**src/hw/rtl/i2cpm_pkg.sv**
```systemverilog
// Shared types and constants of the power monitor bus register block.
// No dependencies; used by every module of the block.
`default_nettype none

package i2cpm_pkg;

  localparam logic [15:0] CONFIG_RESET_DEFAULT = 16'd14751;

  // Configuration port register indexes
  localparam logic [2:0] CFG_DEVICE_ADDRESS = 3'd0;
  localparam logic [2:0] CFG_BUS_VOLTAGE    = 3'd1;
  localparam logic [2:0] CFG_SHUNT_VOLTAGE  = 3'd2;
  localparam logic [2:0] CFG_CURRENT        = 3'd3;
  localparam logic [2:0] CFG_POWER          = 3'd4;

  // Bus-visible register map
  localparam logic [7:0] REG_CONFIG      = 8'd0;
  localparam logic [7:0] REG_SHUNT       = 8'd1;
  localparam logic [7:0] REG_BUS         = 8'd2;
  localparam logic [7:0] REG_POWER       = 8'd3;
  localparam logic [7:0] REG_CURRENT     = 8'd4;
  localparam logic [7:0] REG_CALIBRATION = 8'd5;

  localparam logic [7:0] POINTER_MASK = 8'h07;

  // Reply kinds
  localparam logic REPLY_ACK  = 1'b0;
  localparam logic REPLY_READ = 1'b1;

  localparam logic [7:0] ACK_DATA = 8'd1;

  localparam int MAX_REPLIES = 3;

  typedef struct packed {
    logic       is_start;
    logic       is_stop;
    logic       is_write;
    logic       is_read;
    logic [7:0] address_byte;
    logic [7:0] data_byte;
  } msg_t;

  typedef struct packed {
    logic [6:0]  device_address;
    logic [15:0] bus_voltage_code;
    logic [15:0] shunt_voltage_code;
    logic [15:0] current_code;
    logic [15:0] power_code;
  } cfg_regs_t;

  typedef struct packed {
    logic        selected;
    logic [7:0]  selected_address;
    logic        pointer_valid;
    logic [7:0]  register_pointer;
    logic        read_byte_phase;
    logic        write_byte_phase;
    logic [7:0]  pending_msb;
    logic [15:0] config_word;
    logic [15:0] calibration_word;
  } mon_state_t;

  typedef struct packed {
    logic       kind;
    logic [7:0] address;
    logic [7:0] data;
    logic       last;
  } reply_t;

endpackage

`default_nettype wire

```
**src/hw/rtl/i2c_power_monitor_registers.sv**
```systemverilog
// Top level of the power monitor bus register block: state and settings registers.
// Depends on i2cpm_pkg, i2cpm_msg_logic and i2cpm_reply_buf.
//
// Usage
//   Input channel (in_valid / in_ready) carries one bus message per request:
//   start, stop, write and read flags with the address byte and data byte.
//   Output channel (out_valid / out_ready) carries replies: acknowledge or
//   read data byte, the latched address byte, and last on a message's final
//   reply. A message gives zero to three replies; one that gives none still
//   updates state (stop, a start for another address, data while deselected).
//   Settings port: cfg_write with cfg_index and cfg_data writes device address,
//   bus voltage, shunt voltage, current and power codes; indexes past the
//   list are ignored. Write settings only while no replies are outstanding.
// Ordering and throughput
//   A taken request loads its replies into the reply register, and state is
//   updated in the same cycle, so requests can follow back to back. The reply
//   register sets the rate: several replies hold the input until they drain,
//   so one-reply requests flow one a cycle while the receiver is ready.
// Reset and stall
//   rst (synchronous) empties the reply register, deselects the device, clears
//   the pointer and byte phases and restores settings to their defaults.
//   While the receiver stalls, the reply register holds and in_ready drops
//   once the last queued reply cannot leave this cycle.
`default_nettype none

module i2c_power_monitor_registers #(
  parameter logic [15:0] CONFIG_RESET_VALUE = i2cpm_pkg::CONFIG_RESET_DEFAULT
) (
  input  wire        clk,
  input  wire        rst,
  // settings write port
  input  wire        cfg_write,
  input  wire [2:0]  cfg_index,
  input  wire [15:0] cfg_data,
  // message channel
  input  wire        in_valid,
  output logic       in_ready,
  input  wire        is_start,
  input  wire        is_stop,
  input  wire        is_write,
  input  wire        is_read,
  input  wire [7:0]  address_byte,
  input  wire [7:0]  data_byte,
  // reply channel
  output logic       out_valid,
  input  wire        out_ready,
  output logic       reply_kind,
  output logic [7:0] reply_address,
  output logic [7:0] reply_data,
  output logic       last
);

  i2cpm_pkg::cfg_regs_t  cfg;
  i2cpm_pkg::mon_state_t state;
  i2cpm_pkg::mon_state_t state_next;
  i2cpm_pkg::msg_t       msg;
  i2cpm_pkg::reply_t     replies [i2cpm_pkg::MAX_REPLIES];
  i2cpm_pkg::reply_t     head;
  logic [1:0]            reply_count;
  logic                  accept;

  assign msg = '{is_start: is_start, is_stop: is_stop, is_write: is_write,
                 is_read: is_read, address_byte: address_byte,
                 data_byte: data_byte};

  assign accept = in_valid && in_ready;

  // Settings registers: plain indexed writes, no read-back
  always_ff @(posedge clk) begin
    if (rst) begin
      cfg.device_address     <= 7'd64;
      cfg.bus_voltage_code   <= 16'd10000;
      cfg.shunt_voltage_code <= 16'd10000;
      cfg.current_code       <= 16'd100;
      cfg.power_code         <= 16'd25;
    end else if (cfg_write) begin
      case (cfg_index)
        i2cpm_pkg::CFG_DEVICE_ADDRESS: cfg.device_address     <= cfg_data[6:0];
        i2cpm_pkg::CFG_BUS_VOLTAGE:    cfg.bus_voltage_code   <= cfg_data;
        i2cpm_pkg::CFG_SHUNT_VOLTAGE:  cfg.shunt_voltage_code <= cfg_data;
        i2cpm_pkg::CFG_CURRENT:        cfg.current_code       <= cfg_data;
        i2cpm_pkg::CFG_POWER:          cfg.power_code         <= cfg_data;
        default: ;
      endcase
    end
  end

  // Slave state: advance once per taken request
  always_ff @(posedge clk) begin
    if (rst) begin
      state <= '{selected: 1'b0, selected_address: '0, pointer_valid: 1'b0,
                 register_pointer: '0, read_byte_phase: 1'b0,
                 write_byte_phase: 1'b0, pending_msb: '0,
                 config_word: CONFIG_RESET_VALUE, calibration_word: '0};
    end else if (accept) begin
      state <= state_next;
    end
  end

  i2cpm_msg_logic #(
    .CONFIG_RESET_VALUE(CONFIG_RESET_VALUE)
  ) u_msg_logic (
    .msg        (msg),
    .cfg        (cfg),
    .cur        (state),
    .state_next (state_next),
    .replies    (replies),
    .reply_count(reply_count)
  );

  i2cpm_reply_buf u_reply_buf (
    .clk         (clk),
    .rst         (rst),
    .load        (accept),
    .load_replies(replies),
    .load_count  (reply_count),
    .can_load    (in_ready),
    .out_valid   (out_valid),
    .out_ready   (out_ready),
    .head        (head)
  );

  assign reply_kind    = head.kind;
  assign reply_address = head.address;
  assign reply_data    = head.data;
  assign last          = head.last;

endmodule

`default_nettype wire

```
**src/hw/rtl/i2cpm_msg_logic.sv**
```systemverilog
// Per-message update of the slave state and build of its replies.
// Depends on i2cpm_pkg.
`default_nettype none

module i2cpm_msg_logic #(
  parameter logic [15:0] CONFIG_RESET_VALUE = i2cpm_pkg::CONFIG_RESET_DEFAULT
) (
  input  wire i2cpm_pkg::msg_t       msg,
  input  wire i2cpm_pkg::cfg_regs_t  cfg,
  input  wire i2cpm_pkg::mon_state_t cur,
  output i2cpm_pkg::mon_state_t      state_next,
  output i2cpm_pkg::reply_t          replies [i2cpm_pkg::MAX_REPLIES],
  output logic [1:0]                 reply_count
);

  i2cpm_pkg::mon_state_t s;
  i2cpm_pkg::reply_t     r [i2cpm_pkg::MAX_REPLIES];
  logic [1:0]            n;
  logic [15:0]           word_in;
  logic [15:0]           word_out;

  always_comb begin
    s        = cur;
    n        = 2'd0;
    word_in  = {cur.pending_msb, msg.data_byte};
    word_out = '0;
    for (int i = 0; i < i2cpm_pkg::MAX_REPLIES; i++) begin
      r[i] = '0;
    end

    // stop ends the transaction; a half-written word is dropped
    if (msg.is_stop) begin
      s.selected         = 1'b0;
      s.selected_address = '0;
      s.pointer_valid    = 1'b0;
      s.read_byte_phase  = 1'b0;
      s.write_byte_phase = 1'b0;
    end

    if (msg.is_start) begin
      s.selected         = 1'b0;
      s.selected_address = '0;
      if (msg.address_byte[7:1] == cfg.device_address) begin
        s.selected         = 1'b1;
        s.selected_address = msg.address_byte;
        s.read_byte_phase  = 1'b0;
        s.write_byte_phase = 1'b0;
        r[n] = '{kind: i2cpm_pkg::REPLY_ACK, address: msg.address_byte,
                 data: i2cpm_pkg::ACK_DATA, last: 1'b0};
        n = n + 2'd1;
      end
    end

    if (s.selected && msg.is_write) begin
      r[n] = '{kind: i2cpm_pkg::REPLY_ACK, address: s.selected_address,
               data: i2cpm_pkg::ACK_DATA, last: 1'b0};
      n = n + 2'd1;
      if (!s.pointer_valid) begin
        s.register_pointer = msg.data_byte & i2cpm_pkg::POINTER_MASK;
        s.pointer_valid    = 1'b1;
        s.read_byte_phase  = 1'b0;
        s.write_byte_phase = 1'b0;
      end else if (!s.write_byte_phase) begin
        s.pending_msb      = msg.data_byte;
        s.write_byte_phase = 1'b1;
      end else begin
        // commit the word; config bit 15 restores the default
        if (s.register_pointer == i2cpm_pkg::REG_CONFIG) begin
          s.config_word = word_in[15] ? CONFIG_RESET_VALUE : word_in;
        end else if (s.register_pointer == i2cpm_pkg::REG_CALIBRATION) begin
          s.calibration_word = word_in;
        end
        s.write_byte_phase = 1'b0;
        s.register_pointer = s.register_pointer + 8'd1;
      end
    end

    if (s.selected && msg.is_read) begin
      if (!s.pointer_valid) begin
        s.register_pointer = i2cpm_pkg::REG_CONFIG;
        s.pointer_valid    = 1'b1;
        s.read_byte_phase  = 1'b0;
      end
      case (s.register_pointer)
        i2cpm_pkg::REG_CONFIG:      word_out = s.config_word;
        i2cpm_pkg::REG_SHUNT:       word_out = cfg.shunt_voltage_code;
        i2cpm_pkg::REG_BUS:         word_out = cfg.bus_voltage_code;
        i2cpm_pkg::REG_POWER:       word_out = cfg.power_code;
        i2cpm_pkg::REG_CURRENT:     word_out = cfg.current_code;
        i2cpm_pkg::REG_CALIBRATION: word_out = s.calibration_word;
        default:                    word_out = '0;
      endcase
      r[n] = '{kind: i2cpm_pkg::REPLY_READ, address: s.selected_address,
               data: s.read_byte_phase ? word_out[7:0] : word_out[15:8],
               last: 1'b0};
      n = n + 2'd1;
      if (s.read_byte_phase) begin
        s.read_byte_phase  = 1'b0;
        s.register_pointer = s.register_pointer + 8'd1;
      end else begin
        s.read_byte_phase = 1'b1;
      end
    end

    if (n != 2'd0) begin
      r[n - 2'd1].last = 1'b1;
    end
  end

  assign state_next  = s;
  assign replies     = r;
  assign reply_count = n;

endmodule

`default_nettype wire

```
**src/hw/rtl/i2cpm_reply_buf.sv**
```systemverilog
// Output register for the up to three replies of one message, drained in order.
// Depends on i2cpm_pkg.
`default_nettype none

module i2cpm_reply_buf (
  input  wire                       clk,
  input  wire                       rst,
  input  wire                       load,
  input  wire i2cpm_pkg::reply_t    load_replies [i2cpm_pkg::MAX_REPLIES],
  input  wire [1:0]                 load_count,
  output logic                      can_load,
  output logic                      out_valid,
  input  wire                       out_ready,
  output i2cpm_pkg::reply_t         head
);

  i2cpm_pkg::reply_t slots [i2cpm_pkg::MAX_REPLIES];
  logic [1:0]        count;
  logic              pop;

  assign pop       = out_valid && out_ready;
  assign out_valid = (count != 2'd0);
  assign can_load  = (count == 2'd0) || (count == 2'd1 && out_ready);
  assign head      = slots[0];

  always_ff @(posedge clk) begin
    if (rst) begin
      count <= 2'd0;
    end else if (load) begin
      count <= load_count;
    end else if (pop) begin
      count <= count - 2'd1;
    end
  end

  // payload: load a fresh set, or advance on each taken reply
  always_ff @(posedge clk) begin
    if (load) begin
      slots <= load_replies;
    end else if (pop) begin
      slots[0] <= slots[1];
      slots[1] <= slots[2];
    end
  end

endmodule

`default_nettype wire

```
**config.mk**
```make
export PLATFORM = sky130hd
export DESIGN_NAME = i2c_power_monitor_registers
export DESIGN_NICKNAME = d
export VERILOG_FILES = /design/src/hw/rtl/i2cpm_pkg.sv /design/src/hw/rtl/i2c_power_monitor_registers.sv /design/src/hw/rtl/i2cpm_msg_logic.sv /design/src/hw/rtl/i2cpm_reply_buf.sv
export SDC_FILE = /design/constraint.sdc
export NUM_CORES = 1
export LEC_CHECK = 0
export BUFFER_PORTS_ARGS = -buffer_cell sky130_fd_sc_hd__buf_2
export CORE_UTILIZATION = 42
export CTS_CLUSTER_SIZE = 8
export DETAILED_ROUTE_END_ITERATION = 7
export PLACE_DENSITY_LB_ADDON = 0.05
export SYNTH_ARGS = -nofsm -noshare
export SYNTH_HDL_FRONTEND = slang
export SYNTH_HIERARCHICAL = 1
export SYNTH_SLANG_ARGS = --single-unit
```
**constraint.sdc**
```tcl
create_clock -name clk -period 4.3 [get_ports clk]
set_input_delay 0.86 -clock clk [delete_from_list [all_inputs] [get_ports clk]]
set_output_delay 0.86 -clock clk [all_outputs]
set_load 0.02 [all_outputs]
```
==> results of run 1 <==
-- area by class of cell --
| cell class | instances | area (sq um) | area share |
|---|---|---|---|
| clock inverters | 14 | 130 | 0.0109 |
| repair buffers | 102 | 651 | 0.0546 |
| well taps | 330 | 413 | 0.0346 |
| clock buffers | 18 | 429 | 0.0360 |
| multi-input cells | 802 | 5900 | 0.495 |
| inverters | 30 | 113 | 0.00944 |
| flip-flops and latches | 187 | 4280 | 0.359 |
-- placed cells by master (no fill, tap or decap), types with 6 or more instances in the layout --
cell type and n:
a32o_1 9, a211o_1 10, buf_2 61, a211oi_1 6, mux2i_1 84, xnor2_1 15
mux2_4 8, buf_4 38, and3_1 17, nand4_1 16, edfxtp_1 54, inv_1 27
nand2b_1 72, a21oi_1 83, clkbuf_16 17, nand3_1 68, mux2_2 57, nor2_1 95
a22oi_1 11, o21ai_0 17, nand3b_1 7, ha_1 9, o211ai_1 13, a21bo_2 50
and2_1 13, nor3_1 9, nand2_1 30, dfxtp_1 133
-- power by group through the flow --
stage | Combinational [mW] | Sequential (mW) | Clock, mW
4_1_cts | 0.455 | 1.95 | 1.57
3_3_place_gp | 0.449 | 1.99 | 0
5_1_grt | 0.490 | 1.95 | 1.64
2_1_floorplan | 0.349 | 1.98 | 0
6_report | 0.450 | 1.95 | 1.53
3_5_place_dp | 0.453 | 1.99 | 0
-- worst max-delay path by stage --
stage | end | depth (start not counted) | startpoint | slack [ns]
floorplan | u_reply_buf/head[5] | 12 | address_byte[2] | 0.73
global placement | u_reply_buf/slots[22] | 14 | address_byte[6] | 0.24
detailed placement | u_reply_buf/slots[22] | 12 | address_byte[6] | 0.19
CTS | u_reply_buf/head[7] | 11 | state[43] | 0.64
global route | u_reply_buf/slots[22] | 12 | address_byte[6] | 0.42
finish | u_reply_buf/slots[22] | 12 | address_byte[3] | 0.58
-- stage by stage --
stage / hold WS, ns / util
2_1_floorplan: 0.436 / -
3_3_place_gp: 0.443 / 0.450
3_5_place_dp: 0.450 / 0.450
4_1_cts: 0.467 / 0.472
5_1_grt: 0.481 / 0.472
6_report: 0.467 / 0.472
-- registers in the layout (all words and copies together), names as in the netlist --
register and cells:
cfg 71, state 60, u_reply_buf/count 2, u_reply_buf/head 18
u_reply_buf/slots 36
-- metal layers --
layer	GRT usage	routed length [microns]
met1	0.348	15300
met2	0.361	13600
met3	0.0323	1230
met4	0.0599	447
met5	0	0
-- logic make-up (layout without fill, tap and decap cells) --
| group | after synthesis | in the layout | share of synthesized area |
|---|---|---|---|
| buffers and inverters | 131 | 164 | 0.0603 |
| AND/OR/NAND/NOR | 367 | 367 | 0.188 |
| multiplexers | 151 | 151 | 0.150 |
| flip-flops | 187 | 187 | 0.396 |
| XOR/XNOR | 18 | 18 | 0.0153 |
| AO/OA/AOI/OAI | 257 | 257 | 0.180 |
| adder cells (fa/ha/maj) | 9 | 9 | 0.0104 |
==> impl_metrics.tcl, run 1 <==
set metrics [dict create \
    crit_path_start_kind "input pin" \
    syn_to_final_growth_pct 10.1 \
    finalSetupViolCount 0 \
    hold_path_end "state[18]" \
    async_flop_share 0 \
    yosysWarnings 6 \
    pwr_density_cell_nw_per_um2 329 \
    synth_seq_area_share 0.396 \
    die_y_microns 163 \
    cellLeakagePower_nw 4.79 \
    tns_ns 0 \
    rows 58 \
    grt_pass1_vias 7783 \
    drv_cap 0 \
    antenna_found_initial 0 \
    synth_area_sq_um 10800 \
    drt-wirelength-per-cell_microns 20.6 \
    ant_nets 0 \
    synthCells 1120 \
    fp.dieW_microns 163 \
    coreArea_sq_um 25300 \
    hold_viol_final 0 \
    tightest_slew_ns 1.08 \
    critical_path_required_ns 4.48 \
    critPathArrivalTime_ns 3.90 \
    track_usage 0.236 \
    report.final.slew_viol_count 0 \
    whs_path_depth 1 \
    clock.fmax_mhz 269 \
    place_congestion 0.907 \
    worstHoldStart "state[18]" \
    combPwrFrac 0.115 \
    synth_seq_cells 187 \
    drc 0 \
    n_antenna_cell 0 \
    io_buffers 63 \
    syn-mean-instance-area_sq_um 9.67 \
    cts.reportedPaths.clkPinSlew_ns 0.07 \
    synth.largest_area_cell "dfxtp_1" \
    vias 8297 \
    die-area_sq_um 26400 \
    yosysUniqueCellTypes 88 \
    dp_slack_ns 0.194 \
    r2r_slack_ns 0.60 \
    cts_sinks 187 \
    nNetsFinal 1193 \
    yosys-top-cells-count "dfxtp_1, nor2_1, mux2i_1, a21oi_1, nand2b_1" \
    dpl.hpwl_mm 21.6 \
    via_per_inst 5.59 \
    power.share.clock 0.390 \
    synth_edf_count 54 \
    ys_top_cells_by_area "dfxtp_1, edfxtp_1, mux2i_1, mux2_2, a21bo_2" \
    h-tree-depth 4 \
    seqPwrFrac 0.495 \
    r2r_cells 11 \
    critPathSlowestCell "a222oi_1" \
    dp.cells 1451 \
    path_delay_family "simple AND/OR/NAND/NOR gates" \
    criticalPathCategory "in -> reg" \
    initial_core_util 0.429 \
    cts_buffer_depth 2 \
    crit_chain "buf_2, xnor2_1, nand4_1, or2_1, a222oi_1, nand2b_1, buf_4, and3_1, and2_1, a2111oi_2, nor3_1, mux2_2" \
    synth_top_area_frac 0.246 \
    n_fill_cell 2480 \
    p_sw_frac 0.276 \
    cp_max_fo 13 \
    p_int_mw 2.84 \
    r2r-end "u_reply_buf/head[7]" \
    worst_setup_path_end_kind "flip-flop" \
    rsz0062_at_grt "no" \
    path_buf_inv 2 \
    clock_tree.root_cell "clkbuf_16" \
    fin_area_sq_um 11900 \
    ys.flop_type "dfxtp_1" \
    dr.pass1.iters 5 \
    setup_slack_ns 0.580 \
    hold_path.class "reg -> reg" \
    outcome "finished clean" \
    ctsResizeCount 0 \
    cts-buffers-inserted 17 \
    critical-path-max-stage-delay_ns 0.48 \
    placed_cell_area_sq_um 11400 \
    routed_wl_mm 30.5 \
    grt_pass1_wl_mm 47.2 \
    synth.most_common_cell "dfxtp_1" \
    post_cts_buffers 0 \
    slew_headroom 0.278 \
    drt_iter0_markers 813 \
    grt_max_degree 103 \
    overflow 0 \
    cts_hold_buffers 0 \
    layoutNonFillerInstCount 1483 \
    timing.clock.skew_ns 0.0125 \
    clock_latency_ns 0.43 \
    cts_tree "done" \
    r2r_start "state[43]" \
    layout-drive-gt1-share 0.244 \
    syn-num-nets 1173 \
    ios 64 \
    period_share 0.865 \
    p_switching_mw 1.08 \
    finalCriticalPeriod_ns 3.72 \
    irDropWorstVdd_mv 0.197 \
    p_total_mw 3.93 \
]
(Power assumes the default switching activity.)
==> inputs of run 2 (changes only) <==
- ABC_AREA: not set -> 1
- clock period: 4.3 -> 4.2 ns (I/O delays scaled with it)
==> impl_metrics.tcl, run 2 <==
set metrics [dict create \
    critical_path_required_ns 4.51 \
    path_buf_inv 2 \
    drv_cap 0 \
    tns_ns 0 \
    ys.flop_type "dfxtp_1" \
    synth_area_sq_um 10500 \
    grt_pass1_vias 8837 \
    dp.cells 1857 \
    period_share 0.852 \
    timing.clock.skew_ns 0.0156 \
    cts_hold_buffers 0 \
    synth.most_common_cell "nand2_1" \
    cts_tree "done" \
    cp.depth 23 \
    outcome "finished clean" \
    clock_tree.root_cell "clkbuf_16" \
    clock_latency_ns 0.44 \
    coreArea_sq_um 24400 \
    final_common_cell "nand2_1" \
    placed_cell_area_sq_um 10800 \
    cts-buffers-inserted 17 \
    report.final.slew_viol_count 0 \
    yosysWarnings 6 \
    hold_viol_final 0 \
    clock.fmax_mhz 279 \
    vias 9709 \
    cp_max_fo 22 \
    criticalPathCategory "in -> reg" \
    crit_path_start_kind "input pin" \
    largest_register_ffs 71 \
    io_buffers 63 \
    crit_end "u_reply_buf/head[6]" \
    regMostFlops "cfg" \
    p_total_mw 6.37 \
    fin_area_sq_um 11500 \
    r2r_slack_ns 0.72 \
    via_per_inst 5.14 \
    crit_chain "buf_2, nor2_1, nor2_1, nand2_1, nor2_2, nand2_4, nand2_8, nand2_4, inv_2, nand3_1, nand2_1, nand2_1, nand2_1, nor2_4, and2_1, nand2_1, nand2_1, a21oi_1, nand2_1, nand2_1, nor2_1, nand2_1, nand2_1" \
    r2r-end "u_reply_buf/head[6]" \
    layout-drive-gt1-share 0.111 \
    finalSetupViolCount 0 \
    yosys-top-cells-count "nand2_1, nor2_1, nand3_1, dfxtp_1, inv_1" \
    drt-wirelength-per-cell_microns 16.6 \
    cts_sinks 187 \
    dpl.hpwl_mm 21.3 \
    path_delay_family "simple AND/OR/NAND/NOR gates" \
    hold_path.class "reg -> reg" \
    cpMostUsedCell "nand2_1" \
    fp.dieW_microns 160 \
    synth_top_area_frac 0.254 \
    syn-num-nets 1593 \
    synth_edf_count 54 \
    finalCriticalPeriod_ns 3.58 \
    critPathArrivalTime_ns 3.89 \
    ios 64 \
    worst_setup_path_end_kind "flip-flop" \
    r2r_start "cfg[67]" \
    final_cell_mix "nand2_1, nor2_1, nand3_1" \
    n_antenna_cell 0 \
    track_usage 0.250 \
    cellLeakagePower_nw 5.24 \
    ant_nets 0 \
    overflow 0 \
    critPathLaunch "address_byte[1]" \
    critPathSlowestCell "and2_1" \
    yosysUniqueCellTypes 40 \
    drt_iter0_markers 951 \
    die-area_sq_um 25600 \
    tightest_slew_ns 0.790 \
    dr.pass1.iters 5 \
    synth_seq_area_share 0.409 \
    pwr_density_cell_nw_per_um2 556 \
    post_cts_buffers 0 \
    initial_core_util 0.429 \
    r2r_cells 23 \
    syn_to_final_growth_pct 9.64 \
    grt_max_degree 77 \
    place_congestion 0.871 \
    antenna_found_initial 0 \
    routed_wl_mm 31.4 \
    synth_seq_cells 187 \
    layoutNonFillerInstCount 1889 \
    ctsResizeCount 0 \
    cts.reportedPaths.clkPinSlew_ns 0.08 \
    synthCells 1540 \
    grt_pass1_wl_mm 50.1 \
    die_y_microns 160 \
    n_fill_cell 2568 \
    rsz0062_at_grt "no" \
    slew_headroom 0.469 \
    nNetsFinal 1605 \
    synth.largest_area_cell "dfxtp_1" \
    h-tree-depth 4 \
    irDropWorstVdd_mv 0.362 \
    critical-path-max-stage-delay_ns 0.56 \
    cts_buffer_depth 2 \
    syn-mean-instance-area_sq_um 6.80 \
    rows 57 \
    ys_top_cells_by_area "dfxtp_1, nand2_1, edfxtp_1, nor2_1, nand3_1" \
    reg.largest.list "cfg x71, state x60, u_reply_buf/slots x36" \
    async_flop_share 0 \
    drc 0 \
]
-- run 2: worst min path at each step --
| stage | startpoint | endpoint | slack [ns] | depth (start not counted) |
|---|---|---|---|---|
| 3_3_place_gp | cfg[18] | cfg[18] | 0.44 | 2 |
| 6_report | state[18] | state[18] | 0.47 | 2 |
| 5_1_grt | cfg[22] | cfg[22] | 0.48 | 2 |
| 2_1_floorplan | cfg[18] | cfg[18] | 0.43 | 2 |
| 4_1_cts | state[29] | state[29] | 0.47 | 2 |
| 3_5_place_dp | cfg[22] | cfg[22] | 0.45 | 2 |
-- run 2: area by class of cell --
class                   count  area (sq um)  share of cell area
clock inverters            15           211              0.0184
repair buffers             90           581              0.0506
multi-input cells        1134          5100               0.445
inverters                 122           462              0.0402
clock buffers              17           425              0.0371
flip-flops and latches    187          4280               0.373
well taps                 324           405              0.0353
-- run 2: power by group --
part / internal [mW] / total [mW] / switching [mW] / leakage [nW]
combinational: 0.583 / 2.02 / 1.44 / 3.30
sequential: 2.38 / 2.60 / 0.217 / 1.63
clock: 0.925 / 1.75 / 0.826 / 0.311
total: 3.89 / 6.37 / 2.48 / 5.24
-- run 2: metrics by stage --
step	hold slack [ns]	worst slack, ns	utilization
floorplan	0.430	1.02	-
global placement	0.443	0.287	0.444
detailed placement	0.451	0.185	0.444
CTS	0.472	0.659	0.470
global route	0.483	0.307	0.470
finish	0.471	0.620	0.470
-- run 2: routing by layer --
metal,up-vias,routed length [microns],GRT usage
met5,-,0,0
met4,0,827,0.0879
met3,49,1430,0.0306
met2,270,14400,0.402
met1,4471,14700,0.346
li1,4919,-,-
-- run 2: worst register-to-register path, cell delays in order, from the launching register on --
cell	delay, ns
dfxtp_1	0.41
inv_1	0.06
nand2_1	0.06
nand2_1	0.05
nand2_1	0.07
nor2_2	0.06
nand2_4	0.13
nand2_8	0.09
nand2_4	0.26
inv_2	0.14
nand3_1	0.10
nand2_1	0.07
nand2_1	0.10
nand2_1	0.10
nor2_4	0.29
and2_1	0.57
nand2_1	0.14
nand2_1	0.10
a21oi_1	0.04
nand2_1	0.08
nand2_1	0.14
nor2_1	0.13
nand2_1	0.06
nand2_1	0.10
-- run 2: kinds of logic (layout without fill, tap and decap cells) --
family	Yosys count	count (layout)	share of synthesized area
and+or+nand+nor	978	978	0.397
buffers and inverters	219	244	0.104
DFF	187	187	0.409
AOI/OAI and AO/OA	139	139	0.0723
adders and majority gates	9	9	0.0108
xor gates and xnor gates	8	8	0.00670
==> inputs of run 3 (changes only) <==
- CELL_PAD_IN_SITES_DETAIL_PLACEMENT: not set -> 0
- CELL_PAD_IN_SITES_GLOBAL_PLACEMENT: not set -> 2
- CORE_UTILIZATION: 42 -> 35
==> impl_metrics.tcl, run 3 (synthesis results as in run 2) <==
set metrics [dict create \
    vias 9477 \
    r2r_cells 23 \
    final_common_cell "nand2_1" \
    nNetsFinal 1609 \
    ant_nets 0 \
    place_congestion 0.845 \
    period_share 0.869 \
    whs_path_depth 2 \
    layout-drive-gt1-share 0.113 \
    cp_max_fo 13 \
    outcome "finished clean" \
    via_per_inst 4.85 \
    syn_to_final_growth_pct 10.2 \
    hold_viol_final 0 \
    reg.largest.list "cfg x71, state x60, u_reply_buf/slots x36" \
    overflow 0 \
    final_cell_mix "nand2_1, nor2_1, nand3_1" \
    cts_buffer_depth 2 \
    ios 64 \
    grt_pass1_vias 8977 \
    h-tree-depth 4 \
    largest_register_ffs 71 \
    die_y_microns 175 \
    clock_tree.root_cell "clkbuf_16" \
    tns_ns 0 \
    drt-wirelength-per-cell_microns 17.2 \
    cts-buffers-inserted 17 \
    tightest_slew_ns 0.909 \
    grt_pass1_wl_mm 52.5 \
    track_usage 0.224 \
    antenna_found_initial 0 \
    dpl.hpwl_mm 23.0 \
    hold_path.class "reg -> reg" \
    critical_path_required_ns 4.52 \
    cts_tree "done" \
    irDropWorstVdd_mv 0.268 \
    report.final.slew_viol_count 0 \
    n_antenna_cell 0 \
    rows 62 \
    drc 0 \
    pwr_density_cell_nw_per_um2 554 \
    finalCriticalPeriod_ns 3.65 \
    rsz0062_at_grt "no" \
    criticalPathCategory "in -> reg" \
    post_cts_buffers 0 \
    crit_path_start_kind "input pin" \
    cts_hold_buffers 0 \
    ctsResizeCount 0 \
    n_fill_cell 3224 \
    critPathArrivalTime_ns 3.96 \
    drt_iter0_markers 697 \
    cellLeakagePower_nw 5.24 \
    cts.reportedPaths.clkPinSlew_ns 0.07 \
    routed_wl_mm 33.7 \
    finalSetupViolCount 0 \
    initial_core_util 0.360 \
    die-area_sq_um 30600 \
    grt_max_degree 75 \
    worst_setup_path_end_kind "flip-flop" \
    io_buffers 63 \
    regMostFlops "cfg" \
    dr.pass1.iters 5 \
    fin_util 0.396 \
    timing.clock.skew_ns 0.0159 \
    cts_sinks 187 \
    drv_cap 0 \
    clock_latency_ns 0.45 \
    fp.dieW_microns 175 \
    coreArea_sq_um 29100 \
    clock.fmax_mhz 274 \
    slew_headroom 0.392 \
]
==> run 3: layout make-up <==
| cell class | instances | area (sq um) | area share |
|---|---|---|---|
| timing repair buffer | 94 | 573 | 0.0497 |
| tap | 384 | 480 | 0.0417 |
| multi-input combinational | 1134 | 5100 | 0.443 |
| sequential | 187 | 4280 | 0.372 |
| clock inverter | 14 | 198 | 0.0171 |
| clock buffer | 18 | 429 | 0.0372 |
| inverter | 122 | 462 | 0.0400 |
==> run 3: stage by stage <==
stage	std cells	hold WS (ns)	area, sq um	power (mW)	setup slack, ns
after floorplan	1540	0.430	10500	4.19	1.02
after global placement	1921	0.446	10900	4.70	0.199
after detailed placement	1921	0.452	10900	4.71	0.0918
after CTS	1953	0.470	11500	6.47	0.579
after global routing	1953	0.484	11500	6.83	0.215
final	1953	0.468	11500	6.39	0.552
==> run 3: report_power, final <==
group | internal, mW | leakage (nW) | switching, mW
Clock | 0.917 | 0.306 | 0.826
Combinational | 0.583 | 3.31 | 1.46
Sequential | 2.38 | 1.63 | 0.213
Total | 3.88 | 5.24 | 2.50
==> run 3: worst paths after layout <==
path | start | end | slack (ns)
worst min register to register | cfg[18] | cfg[18] | 0.47
worst max-delay path | address_byte[1] | u_reply_buf/slots[21] | 0.55
worst max register to register | cfg[64] | u_reply_buf/slots[21] | 0.69
worst min-delay path | cfg[18] | cfg[18] | 0.47
==> run 3: critical path, cell delays in order <==
cell	delay, ns
buf_2	0.12
nor2_1	0.28
nor2_1	0.07
nand2_1	0.11
nor2_2	0.06
nand2_4	0.15
nand2_8	0.09
nand2_4	0.17
inv_2	0.12
nand3_1	0.10
nand2_1	0.07
nand2_1	0.09
nand2_1	0.09
nor2_4	0.20
nand2_1	0.09
nor2_2	0.49
buf_4	0.22
nand2_1	0.04
nand4_1	0.15
nand2_1	0.14
nor2_1	0.11
nand2_1	0.05
nand2_1	0.09
==> run 3: layer usage <==
metal | up-vias | wire length (microns) | track usage
li1 | 4923 | - | -
met1 | 4369 | 16100 | 0.300
met2 | 157 | 16000 | 0.377
met3 | 28 | 954 | 0.0298
met4 | 0 | 561 | 0.0612
met5 | - | 0 | 0
